`config.mk`:
```
export PLATFORM = sky130hd
export DESIGN_NAME = gamepad_serial_poller
export DESIGN_NICKNAME = d
export VERILOG_FILES = /design/src/rtl/gsp_pkg.sv /design/src/rtl/gsp_scale.sv /design/src/rtl/gsp_seq.sv /design/src/rtl/gamepad_serial_poller.sv
export SDC_FILE = /design/constraint.sdc
export NUM_CORES = 1
export LEC_CHECK = 0
export BUFFER_PORTS_ARGS = -buffer_cell sky130_fd_sc_hd__buf_2
export CAP_MARGIN = 20
export CORE_MARGIN = 5
export CORE_UTILIZATION = 40
export CTS_CLUSTER_SIZE = 10
export DETAILED_ROUTE_END_ITERATION = 7
export SYNTH_ARGS = -nofsm -noshare
export SYNTH_HDL_FRONTEND = slang
export SYNTH_HIERARCHICAL = 1
export SYNTH_SLANG_ARGS = --single-unit
```
`constraint.sdc`:
```
create_clock -name i_clk -period 17.4 [get_ports i_clk]
set_clock_uncertainty 0.1 [all_clocks]
set_input_delay 2.61 -clock i_clk [delete_from_list [all_inputs] [get_ports i_clk]]
set_output_delay 2.61 -clock i_clk [all_outputs]
set_load 0.05 [all_outputs]
```
`src/rtl/gsp_pkg.sv`:
```
`default_nettype none

package gsp_pkg;

    typedef enum logic [1:0] {
        PH_IDLE = 2'd0,
        PH_LOW  = 2'd1,
        PH_HIGH = 2'd2,
        PH_GAP  = 2'd3
    } t_phase;

    // configuration register indexes
    localparam logic [1:0] CFG_HALF_BIT_TICKS = 2'd0;
    localparam logic [1:0] CFG_BYTE_GAP_TICKS = 2'd1;
    localparam logic [1:0] CFG_FAIL_THRESHOLD = 2'd2;

    localparam logic [7:0] RST_HALF_BIT_TICKS = 8'd16;
    localparam logic [7:0] RST_BYTE_GAP_TICKS = 8'd25;
    localparam logic [7:0] RST_FAIL_THRESHOLD = 8'd10;

    localparam logic [7:0] CMD_POLL_START = 8'h01;
    localparam logic [7:0] CMD_POLL_READ  = 8'h42;
    localparam logic [7:0] MODE_DIGITAL   = 8'h41;
    localparam logic [7:0] MODE_ANALOG    = 8'h73;

    localparam logic signed [15:0] Q_ONE = 16'sd16384;

    typedef struct packed {
        logic start_req;
        logic miso;
    } t_in;

    typedef struct packed {
        logic               cs_n;
        logic               sclk;
        logic               mosi;
        logic               frame_done;
        logic               connected;
        logic [7:0]         mode_code;
        logic [15:0]        buttons;
        logic [31:0]        sticks;
        logic signed [15:0] throttle;
        logic signed [15:0] steering;
    } t_out;

    // sequencer status toward the top level
    typedef struct packed {
        logic        cs_n;
        logic        sclk;
        logic        mosi;
        logic        frame_done;
        logic        link_up;
        logic [7:0]  mode_byte;
        logic [15:0] button_bits;
        logic [31:0] stick_bytes;
    } t_seq_stat;

    function automatic logic [7:0] command_byte(input logic [7:0] idx);
        logic [7:0] b;
        b = 8'h00;
        if (idx == 8'd0) b = CMD_POLL_START;
        else if (idx == 8'd1) b = CMD_POLL_READ;
        return b;
    endfunction

endpackage

`default_nettype wire

```
`src/rtl/gsp_scale.sv`:
```
`default_nettype none

// Q1.14 of num/127, truncated toward zero, clamped to +-1.
// For |num| <= 128: |num|*16384/127 = 129*|num| + |num|/127.
module gsp_scale (
    input  wire logic signed [8:0]  i_num,
    output logic signed [15:0]      o_q14
);
    logic       neg;
    logic [7:0] mag;
    logic [14:0] q;
    logic [14:0] sat;

    always_comb begin
        neg = i_num[8];
        mag = neg ? 8'(-i_num) : i_num[7:0];
        q   = (15'(mag) << 7) + 15'(mag) + ((mag >= 8'd127) ? 15'd1 : 15'd0);
        sat = (q > 15'(gsp_pkg::Q_ONE)) ? 15'(gsp_pkg::Q_ONE) : q;
        o_q14 = neg ? -$signed({1'b0, sat}) : $signed({1'b0, sat});
    end
endmodule

`default_nettype wire

```
`src/rtl/gsp_seq.sv`:
```
`default_nettype none

module gsp_seq #(
    parameter int FRAME_BYTES = 9
) (
    input  wire logic                  i_clk,
    input  wire logic                  i_rst_n,
    input  wire logic                  i_adv,
    input  wire gsp_pkg::t_in          i_in,
    input  wire logic                  i_cfg_we,
    input  wire logic [1:0]            i_cfg_idx,
    input  wire logic [7:0]            i_cfg_data,
    output gsp_pkg::t_seq_stat         o_stat
);
    localparam int BW = $clog2(FRAME_BYTES);
    localparam logic [BW-1:0] LAST_BYTE = BW'(FRAME_BYTES - 1);

    logic [7:0] r_half, r_gap, r_thr;

    gsp_pkg::t_phase r_phase, n_phase;
    logic [7:0]    r_tick, n_tick;
    logic [2:0]    r_bit, n_bit;
    logic [BW-1:0] r_byte, n_byte;
    logic [7:0]    r_shift, n_shift;
    logic [7:0]    r_stg_mode, n_stg_mode;
    logic [15:0]   r_stg_btn, n_stg_btn;
    logic [31:0]   r_stg_stk, n_stg_stk;
    logic [7:0]    r_mode, n_mode;
    logic [15:0]   r_btn, n_btn;
    logic [31:0]   r_stk, n_stk;
    logic [7:0]    r_fail, n_fail;
    logic          r_link, n_link;

    logic [7:0] tick_inc;
    logic [7:0] half;
    logic       end_byte;
    logic       done;
    logic [7:0] cmd;

    always_ff @(posedge i_clk) begin
        if (!i_rst_n) begin
            r_half <= gsp_pkg::RST_HALF_BIT_TICKS;
            r_gap  <= gsp_pkg::RST_BYTE_GAP_TICKS;
            r_thr  <= gsp_pkg::RST_FAIL_THRESHOLD;
        end else if (i_cfg_we) begin
            unique case (i_cfg_idx)
                gsp_pkg::CFG_HALF_BIT_TICKS: r_half <= i_cfg_data;
                gsp_pkg::CFG_BYTE_GAP_TICKS: r_gap  <= i_cfg_data;
                gsp_pkg::CFG_FAIL_THRESHOLD: r_thr  <= i_cfg_data;
                default: ;
            endcase
        end
    end

    // next state
    always_comb begin
        n_phase    = r_phase;
        n_tick     = r_tick;
        n_bit      = r_bit;
        n_byte     = r_byte;
        n_shift    = r_shift;
        n_stg_mode = r_stg_mode;
        n_stg_btn  = r_stg_btn;
        n_stg_stk  = r_stg_stk;
        n_mode     = r_mode;
        n_btn      = r_btn;
        n_stk      = r_stk;
        n_fail     = r_fail;
        n_link     = r_link;
        end_byte   = 1'b0;
        done       = 1'b0;
        tick_inc   = r_tick + 8'd1;
        half       = (r_half == 8'd0) ? 8'd1 : r_half;

        unique case (r_phase)
            gsp_pkg::PH_IDLE: begin
                if (i_in.start_req) begin
                    n_phase = gsp_pkg::PH_LOW;
                    n_tick  = 8'd0;
                    n_bit   = 3'd0;
                    n_byte  = '0;
                    n_shift = 8'd0;
                end
            end
            gsp_pkg::PH_LOW: begin
                n_tick = tick_inc;
                if (tick_inc >= half) begin
                    if (i_in.miso) n_shift = r_shift | (8'd1 << r_bit);
                    n_tick  = 8'd0;
                    n_phase = gsp_pkg::PH_HIGH;
                end
            end
            gsp_pkg::PH_HIGH: begin
                n_tick = tick_inc;
                if (tick_inc >= half) begin
                    n_tick = 8'd0;
                    if (r_bit != 3'd7) begin
                        n_bit   = r_bit + 3'd1;
                        n_phase = gsp_pkg::PH_LOW;
                    end else if (r_gap != 8'd0) begin
                        n_phase = gsp_pkg::PH_GAP;
                    end else begin
                        end_byte = 1'b1;
                    end
                end
            end
            gsp_pkg::PH_GAP: begin
                n_tick = tick_inc;
                if (tick_inc >= r_gap) end_byte = 1'b1;
            end
            default: ;
        endcase

        if (end_byte) begin
            if (r_byte == BW'(1)) n_stg_mode = r_shift;
            else if (r_byte == BW'(3)) n_stg_btn[7:0] = ~r_shift;
            else if (r_byte == BW'(4)) n_stg_btn[15:8] = ~r_shift;
            else if (r_byte == BW'(5)) n_stg_stk[7:0] = r_shift;
            else if (r_byte == BW'(6)) n_stg_stk[15:8] = r_shift;
            else if (r_byte == BW'(7)) n_stg_stk[23:16] = r_shift;
            else if (r_byte == BW'(8)) n_stg_stk[31:24] = r_shift;

            n_tick = 8'd0;
            n_bit  = 3'd0;
            if (r_byte >= LAST_BYTE) begin
                done    = 1'b1;
                n_mode  = n_stg_mode;
                n_btn   = n_stg_btn;
                n_stk   = n_stg_stk;
                n_phase = gsp_pkg::PH_IDLE;
                n_byte  = '0;
                if (n_stg_mode == gsp_pkg::MODE_DIGITAL ||
                    n_stg_mode == gsp_pkg::MODE_ANALOG) begin
                    n_fail = 8'd0;
                    n_link = 1'b1;
                end else begin
                    if (r_fail != 8'hFF) n_fail = r_fail + 8'd1;
                    if (n_fail >= r_thr) n_link = 1'b0;
                end
            end else begin
                n_byte  = r_byte + BW'(1);
                n_shift = 8'd0;
                n_phase = gsp_pkg::PH_LOW;
            end
        end
    end

    // pin levels come from the state held during this tick
    always_comb begin
        cmd                = gsp_pkg::command_byte(8'(r_byte));
        o_stat.cs_n        = (r_phase == gsp_pkg::PH_IDLE);
        o_stat.sclk        = (r_phase != gsp_pkg::PH_LOW);
        o_stat.mosi        = (r_phase == gsp_pkg::PH_IDLE) ? 1'b1 : cmd[r_bit];
        o_stat.frame_done  = done;
        o_stat.link_up     = n_link;
        o_stat.mode_byte   = n_mode;
        o_stat.button_bits = n_btn;
        o_stat.stick_bytes = n_stk;
    end

    always_ff @(posedge i_clk) begin
        if (!i_rst_n) begin
            r_phase    <= gsp_pkg::PH_IDLE;
            r_tick     <= 8'd0;
            r_bit      <= 3'd0;
            r_byte     <= '0;
            r_shift    <= 8'd0;
            r_stg_mode <= 8'd0;
            r_stg_btn  <= 16'd0;
            r_stg_stk  <= 32'd0;
            r_mode     <= 8'd0;
            r_btn      <= 16'd0;
            r_stk      <= 32'd0;
            r_fail     <= 8'd0;
            r_link     <= 1'b0;
        end else if (i_adv) begin
            r_phase    <= n_phase;
            r_tick     <= n_tick;
            r_bit      <= n_bit;
            r_byte     <= n_byte;
            r_shift    <= n_shift;
            r_stg_mode <= n_stg_mode;
            r_stg_btn  <= n_stg_btn;
            r_stg_stk  <= n_stg_stk;
            r_mode     <= n_mode;
            r_btn      <= n_btn;
            r_stk      <= n_stk;
            r_fail     <= n_fail;
            r_link     <= n_link;
        end
    end
endmodule

`default_nettype wire

```
`src/rtl/gamepad_serial_poller.sv`:
```
`default_nettype none

// Tick-driven poller for a PS2-style gamepad. Every input beat is one timing
// tick (start request plus the sampled data line) and produces exactly one
// output beat: the pin levels held during that tick (cs_n, sclk, mosi) and
// the decoded pad state after it (mode, buttons, sticks, link, Q1.14
// throttle and steering). A frame of FRAME_BYTES bytes (0x01, 0x42, zeros)
// is clocked LSB first; the reply is published with frame_done=1 on the
// tick the frame ends. Throughput is one tick per clock: the whole update
// runs between the sequencer registers and one output register, and a new
// tick is taken whenever that register is empty or being drained.
// Configuration writes should happen with the sequencer idle.
module gamepad_serial_poller #(
    parameter int FRAME_BYTES = 9
) (
    input  wire logic           i_clk,
    input  wire logic           i_rst_n,
    // tick input
    input  wire logic           i_in_valid,
    output logic                o_in_stall,
    input  wire gsp_pkg::t_in   i_in_data,
    // result output
    output logic                o_out_valid,
    input  wire logic           i_out_stall,
    output gsp_pkg::t_out       o_out_data,
    // configuration writes
    input  wire logic           i_cfg_we,
    input  wire logic [1:0]     i_cfg_idx,
    input  wire logic [7:0]     i_cfg_data
);
    gsp_pkg::t_seq_stat stat;
    gsp_pkg::t_out      n_out;
    gsp_pkg::t_out      r_out;
    logic               r_out_valid;
    logic               in_accept;
    logic signed [8:0]  thr_num;
    logic signed [8:0]  str_num;
    logic signed [15:0] thr_q14;
    logic signed [15:0] str_q14;

    // stall only while a held beat is blocked downstream
    assign o_in_stall = r_out_valid & i_out_stall;
    assign in_accept  = i_in_valid & ~o_in_stall;

    gsp_seq #(
        .FRAME_BYTES(FRAME_BYTES)
    ) u_seq (
        .i_clk      (i_clk),
        .i_rst_n    (i_rst_n),
        .i_adv      (in_accept),
        .i_in       (i_in_data),
        .i_cfg_we   (i_cfg_we),
        .i_cfg_idx  (i_cfg_idx),
        .i_cfg_data (i_cfg_data),
        .o_stat     (stat)
    );

    // left stick: y in the top byte, x below it
    assign thr_num = 9'sd127 - $signed({1'b0, stat.stick_bytes[31:24]});
    assign str_num = $signed({1'b0, stat.stick_bytes[23:16]}) - 9'sd128;

    gsp_scale u_thr (
        .i_num (thr_num),
        .o_q14 (thr_q14)
    );

    gsp_scale u_str (
        .i_num (str_num),
        .o_q14 (str_q14)
    );

    always_comb begin
        n_out.cs_n       = stat.cs_n;
        n_out.sclk       = stat.sclk;
        n_out.mosi       = stat.mosi;
        n_out.frame_done = stat.frame_done;
        n_out.connected  = stat.link_up;
        n_out.mode_code  = stat.link_up ? stat.mode_byte : gsp_pkg::MODE_DIGITAL;
        n_out.buttons    = stat.button_bits;
        n_out.sticks     = stat.stick_bytes;
        // offline link reads as centered controls
        n_out.throttle   = stat.link_up ? thr_q14 : 16'sd0;
        n_out.steering   = stat.link_up ? str_q14 : 16'sd0;
    end

    always_ff @(posedge i_clk) begin
        if (!i_rst_n) begin
            r_out_valid <= 1'b0;
        end else if (in_accept) begin
            r_out_valid <= 1'b1;
        end else if (!i_out_stall) begin
            r_out_valid <= 1'b0;
        end
    end

    always_ff @(posedge i_clk) begin
        if (in_accept) begin
            r_out <= n_out;
        end
    end

    assign o_out_valid = r_out_valid;
    assign o_out_data  = r_out;
endmodule

`default_nettype wire

```
==> results.json, run 1 <==
{
  "first_pass_grt_wire_length_um": 58700,
  "cp_common_cell": "ha_1",
  "finalNetCount": 1689,
  "wl_um": 36500,
  "chipHeight_um": 203,
  "routedWlPerCell_um": 17.3,
  "cts_htree_levels": 2,
  "leakagePower_nw": 6.87,
  "globalplace.congestion": 0.871,
  "async_reset_ff_share_pct": 0,
  "netlist_instances": 1554,
  "drt-pass1-iter-count": 5,
  "via_per_inst": 5.45,
  "crit-reg2reg-launch": "u_seq/r_tick[0]",
  "yosysWarnings": 6,
  "crit_end": "o_out_data[14]",
  "cts.sinks": 264,
  "area_growth_syn_to_layout_pct": 12.4,
  "synth_top_cell_area_share_pct": 23.0,
  "cp.arrival_ns": 11.05,
  "worst_setup_path_start_kind": "register",
  "initial_utilization_pct": 40.6,
  "report.final.slew_viol_count": 0,
  "endpoint_kind_of_the_worst_setup_timing_path": "register",
  "yosysUniqueCellTypes": 89,
  "mappedNetlistNets": 1622,
  "critical_path.slowest_cell": "a211oi_1",
  "tritoncts": "yes",
  "grt_setup_unrepaired": "false",
  "timing.reg2reg.worst_path_depth": 34,
  "status": "complete, no violations",
  "floorplan.die_area_sq_mm": 0.0412,
  "setup_total_negative_slack_ns": 0,
  "critical_path_peak_fanout": 90,
  "drt_first_iter_violations": 701,
  "fillCellCount": 3530,
  "timing.hold.worst.class": "register to register",
  "fp.dieW_um": 203,
  "critPathMaxStageDelay_ns": 0.75,
  "fp.coreArea_sq_mm": 0.0367,
  "path_clk_slew_ns": 0.06,
  "grt_pass1_vias": 11037,
  "routed-via-count": 11511,
  "timing.max_slew.rel_slack_pct": 31.1,
  "critical_path.reg2reg.endpoint": "o_out_data[14]",
  "clk_latency_ns": 0.54,
  "ys_dominant_reg_cell": "dfxtp_1",
  "critPathRequiredTime_ns": 17.58,
  "max_capacitance_violation_count": 0,
  "post-route-drc-count": 0,
  "cts-hold-fix-buffers": 0,
  "fin_ws_ns": 6.53,
  "clockBufferDepth": 3,
  "synth_seq_area_share_pct": 41.7,
  "fin_crit_ns": 10.87,
  "io_pins": 112,
  "synth_seq_cells": 264,
  "grt_start_max_net_pins": 107,
  "postSynthAreaPerCell_sq_um": 9.59,
  "max-vdd-ir-drop_mv": 0.0528,
  "postCtsResizedCells": 0,
  "timing_hold_violations_final": 0,
  "globalRouteOverflowTotal": 0,
  "final-seq-area_sq_mm": 0.00622,
  "power_per_cell_area_mw_per_mm2": 84.9,
  "cts_made_buffers": 34,
  "stdcell_area_sq_mm": 0.0168,
  "placement.io_buffers": 111,
  "place_ws_ns": 6.71,
  "f_max_mhz": 92.0,
  "timing.critical_path.from": "u_seq/r_tick[0]",
  "grt_antenna_before_repair": 1,
  "crit_type": "register to register",
  "global_route_total_usage_across_every_layer_pct": 17.3,
  "insertedDiodeCount": 0,
  "postPlaceCellArea_sq_mm": 0.0157,
  "tightest_slew_ns": 1.03,
  "synth-edff-count": 93,
  "core.rowCount": 70,
  "post_synth_instance_area_sq_mm": 0.0149,
  "clock_tree.root_cell": "clkbuf_16",
  "post-route-period-util_pct": 62.5,
  "worst-r2r-setup-slack_ns": 6.53,
  "multi_input_comb_area_sq_mm": 0.00789,
  "synth.largest_area_cell": "dfxtp_1",
  "hpwl_dp_um": 24900,
  "drtAntennaViolNets": 0,
  "finalSetupViolations": 0,
  "drive_above_1_share_pct": 14.8,
  "cts_setup_buffers": 0,
  "post_synth_main_area_contributors": "dfxtp_1 (23%), edfxtp_1 (19%), mux2i_1 (7.3%), nand2_1 (4.5%), ha_1 (4.3%)"
}
==> layout make-up <==
type,count,share of cell area [%]
Multi-Input combinational cell,1110,47.1
Timing Repair Buffer,125,4.00
Inverter,86,1.93
Sequential cell,264,37.1
Clock inverter,3,0.120
Clock buffer,56,6.26
Tap cell,468,3.50
==> report_power, final <==
group / switching [mW] / internal [mW] / leakage, nW
Sequential: 0.00562 / 0.653 / 2.31
Clock: 0.262 / 0.410 / 0.512
Combinational: 0.0685 / 0.0235 / 4.05
==> routing by layer <==
metal	up-vias	wire, um	track usage, %
met5	-	0	0
met4	0	1130	6.79
met3	64	1510	3.00
met2	240	17100	28.7
met1	5518	16800	22.6
li1	5689	-	-
==> worst min-delay path by stage <==
stage                        start  slack [ns]         endpoint  cells past startpoint
6_report           u_seq/r_mode[5]        0.37  u_seq/r_mode[5]                      2
5_1_grt            u_seq/r_mode[5]        0.38  u_seq/r_mode[5]                      2
4_1_cts            u_seq/r_mode[5]        0.37  u_seq/r_mode[5]                      2
3_5_place_dp       u_seq/r_mode[5]        0.36  u_seq/r_mode[5]                      2
3_3_place_gp   u_seq/r_stg_btn[11]        0.35  u_seq/r_btn[11]                      2
2_1_floorplan  u_seq/r_stg_btn[10]        0.34  u_seq/r_btn[10]                      2
==> cells in the final DEF, fill, tap and decap left out, types with 7 or more instances in the layout <==
cell type  Yosys  final
o21ai_0       85     82
o21a_1        10     10
a21boi_0      15     15
a31oi_1       15     15
nand2b_1      11     11
xor2_1        10     10
nand2_1      177    176
nand4_1       11     11
o211ai_1       8      8
dfxtp_1      171    171
a22oi_1        9      9
o211a_1       41     41
and3_1        21     21
clkbuf_1      49     15
nor2_1        57     57
a21oi_1       54     54
o2111ai_1      8      8
xnor2_1       35     35
or3_1          8      8
nor3_1        17     17
mux2i_1      109    109
and2_1        69     69
clkbuf_16      0     38
ha_1          51     51
edfxtp_1      93     93
buf_4          5     14
nand3_1       40     40
nor2b_1       80     79
o21ba_2       11     11
mux2_2        14     14
inv_1         84     84
a21o_1         7      7
buf_2         20    110
==> worst max-delay path, delay by kind of cell, from the launching register on <==
| kind | cells | cell delay (ns) |
|---|---|---|
| buffers and inverters | 5 | 2.08 |
| AND/OR/NAND/NOR | 9 | 1.60 |
| flip-flops | 1 | 0.43 |
| XOR/XNOR | 2 | 0.54 |
| AO/OA/AOI/OAI | 12 | 4.08 |
| multiplexers | 1 | 0.23 |
| adder cells (fa/ha/maj) | 5 | 1.48 |
==> kinds of logic after synthesis <==
logic type               after synthesis  share of synthesized area [%]
flip-flops                           264                           41.7
AO/OA/AOI/OAI                        352                           18.2
XOR/XNOR                              47                           2.86
AND/OR/NAND/NOR                      537                           19.0
multiplexers                         123                           8.38
adder cells (fa/ha/maj)               51                           4.28
buffers and inverters                180                           5.51
==> through the flow <==
stage	power (mW)	hold slack, ns	util (%)	cells
after floorplan	0.742	0.341	-	1554
after global placement	0.764	0.350	42.7	2052
after detailed placement	0.765	0.359	42.7	2053
after CTS	1.45	0.367	45.6	2112
after global routing	1.48	0.382	45.6	2112
final	1.42	0.366	45.6	2112
==> synth_stat cells, types with 8 or more instances <==
library cell / n
o2111ai_1: 8
inv_1: 84
nand3_1: 40
o21a_1: 10
clkbuf_1: 49
buf_2: 20
o211ai_1: 8
xnor2_1: 35
nor3_1: 17
nand2_1: 177
o21ba_2: 11
nor2b_1: 80
edfxtp_1: 93
nor2_1: 57
and3_1: 21
a21boi_0: 15
or3_1: 8
nand4_1: 11
a22oi_1: 9
ha_1: 51
o21ai_0: 85
dfxtp_1: 171
mux2i_1: 109
and2_1: 69
o211a_1: 41
a21oi_1: 54
nand2b_1: 11
a31oi_1: 15
mux2_2: 14
xor2_1: 10
==> sequential cells by signal (all words and copies together), names as in the netlist, 16 cells and up <==
name and cells:
o_out_data 93, u_seq/r_stg_stk 32, u_seq/r_stk 32, u_seq/r_btn 16
u_seq/r_stg_btn 16
No activity file was read; power rests on OpenSTA's default activity.
==> inputs of run 2 (changes only) <==
==> constraint.sdc (replaced) <==
create_clock -name i_clk -period 9.3 [get_ports i_clk]
set_clock_uncertainty 0.1 [all_clocks]
set_input_delay 1.395 -clock i_clk [delete_from_list [all_inputs] [get_ports i_clk]]
set_output_delay 1.395 -clock i_clk [all_outputs]
set_load 0.05 [all_outputs]
==> run 2 against run 1 <==
Net effect: first-iteration DRC count shrank 19%; clock power is 92% higher; global-route usage down 0.28 points; critical path depth unchanged; sequential power rose by 87%; highest routed layer unchanged.
==> results.json, run 2 (synthesis results as in run 1) <==
{
  "status": "complete, no violations",
  "endpoint_kind_of_the_worst_setup_timing_path": "register",
  "timing.max_slew.rel_slack_pct": 34.2,
  "globalRouteOverflowTotal": 0,
  "fp.coreArea_sq_mm": 0.0367,
  "wl_um": 35700,
  "critPathRequiredTime_ns": 9.49,
  "placement.io_buffers": 111,
  "chipHeight_um": 203,
  "critical_path_peak_fanout": 33,
  "cp_common_cell": "ha_1",
  "post-route-drc-count": 0,
  "finalSetupViolations": 0,
  "cts-hold-fix-buffers": 0,
  "routedWlPerCell_um": 16.7,
  "grt_antenna_before_repair": 0,
  "clock_tree.root_cell": "clkbuf_16",
  "clk_latency_ns": 0.53,
  "insertedDiodeCount": 0,
  "grt_start_max_net_pins": 91,
  "crit_type": "register to register",
  "drtAntennaViolNets": 0,
  "critical_path.slowest_cell": "or4_1",
  "drive_above_1_share_pct": 16.4,
  "grt_setup_unrepaired": "false",
  "initial_utilization_pct": 40.6,
  "cts_made_buffers": 34,
  "largest_reg_flops": 93,
  "drt-pass1-iter-count": 4,
  "floorplan.die_area_sq_mm": 0.0412,
  "power_per_cell_area_mw_per_mm2": 158,
  "mostFrequentLayoutCell": "nand2_1",
  "f_max_mhz": 116,
  "post-route-period-util_pct": 92.8,
  "via_per_inst": 5.37,
  "drt_first_iter_violations": 568,
  "worst_setup_path_start_kind": "register",
  "max-vdd-ir-drop_mv": 0.103,
  "path_clk_slew_ns": 0.06,
  "cp.arrival_ns": 8.82,
  "mostFrequentLayoutCells": "nand2_1 (176), dfxtp_1 (171), buf_2 (110), mux2i_1 (109), edfxtp_1 (93)",
  "timing_hold_violations_final": 0,
  "totalPowerFinal_mw": 2.69,
  "timing.hold.worst.class": "register to register",
  "cts.sinks": 264,
  "global_route_total_usage_across_every_layer_pct": 17.1,
  "tightest_slew_ns": 0.987,
  "area_growth_syn_to_layout_pct": 14.0,
  "fin_crit_ns": 8.63,
  "setup_total_negative_slack_ns": 0,
  "routed-via-count": 11451,
  "hpwl_dp_um": 24600,
  "fillCellCount": 3467,
  "report.final.slew_viol_count": 0,
  "clockBufferDepth": 3,
  "leakagePower_nw": 7.02,
  "globalplace.congestion": 0.874,
  "max_capacitance_violation_count": 0,
  "grt_pass1_vias": 11061,
  "first_pass_grt_wire_length_um": 58000,
  "critPathMaxStageDelay_ns": 0.51,
  "fp.dieW_um": 203,
  "finalCoreUtilization_pct": 46.3,
  "io_pins": 112,
  "cts_htree_levels": 2,
  "core.rowCount": 70,
  "finalNetCount": 1711,
  "tritoncts": "yes"
}
run 2: layout make-up:
| class | instances | area (sq um) | share of cell area [%] |
|---|---|---|---|
| repair buffers | 147 | 828 | 4.88 |
| clock buffers | 54 | 1050 | 6.19 |
| flip-flops and latches | 264 | 6220 | 36.6 |
| well taps | 468 | 586 | 3.45 |
| multi-input cells | 1110 | 7940 | 46.7 |
| clock inverters | 3 | 40.0 | 0.236 |
| inverters | 86 | 323 | 1.90 |
run 2: critical path: cells and delay by family (launching register included):
kind | cells | cell delay (ns)
XOR/XNOR | 3 | 0.74
buffers and inverters | 3 | 0.48
multiplexers | 1 | 0.23
flip-flops | 1 | 0.44
adder cells (fa/ha/maj) | 4 | 1.17
AND/OR/NAND/NOR | 12 | 2.41
AO/OA/AOI/OAI | 11 | 2.80
run 2: path summary, 6_finish.rpt:
| check | end | slack, ns | cells after the start | from |
|---|---|---|---|---|
| max | o_out_data[28] | 0.67 | 34 | u_seq/r_tick[0] |
| max reg2reg | o_out_data[28] | 0.67 | 34 | u_seq/r_tick[0] |
| min reg2reg | u_seq/r_btn[9] | 0.36 | 2 | u_seq/r_stg_btn[9] |
| min | u_seq/r_btn[9] | 0.36 | 2 | u_seq/r_stg_btn[9] |
run 2: what timing repair did:
| action | CTS | global route |
|---|---|---|
| setup buffers | 0 | 2 |
| setup endpoints to repair | 0 | 14 |
| gates resized for setup | 0 | 9 |
run 2: layer usage:
metal  GRT usage (%)  part of all wire (%)  up-vias  wire (um)
met5               0                     0        -          0
met1            22.3                    46     5421      16300
li1                -                     -     5729          -
met3            3.24                   4.6       68       1650
met2            28.5                    47      233      16700
met4            5.60                   2.9        0       1030
run 2: through the flow:
step	cells	area, sq um	hold slack (ns)	setup slack (ns)
final	2132	17000	0.361	0.668
after floorplan	1554	14900	0.341	0.823
after detailed placement	2073	15800	0.360	0.109
after CTS	2130	16900	0.368	0.101
after global placement	2073	15800	0.350	0.394
after global routing	2132	17000	0.393	0.0108
run 2: power breakdown:
| group | internal, mW | switching [mW] | leakage (nW) | total, mW |
|---|---|---|---|---|
| clock | 0.798 | 0.490 | 0.533 | 1.29 |
| combinational | 0.0439 | 0.128 | 4.18 | 0.172 |
| sequential | 1.22 | 0.0101 | 2.31 | 1.23 |
| total | 2.06 | 0.628 | 7.02 | 2.69 |
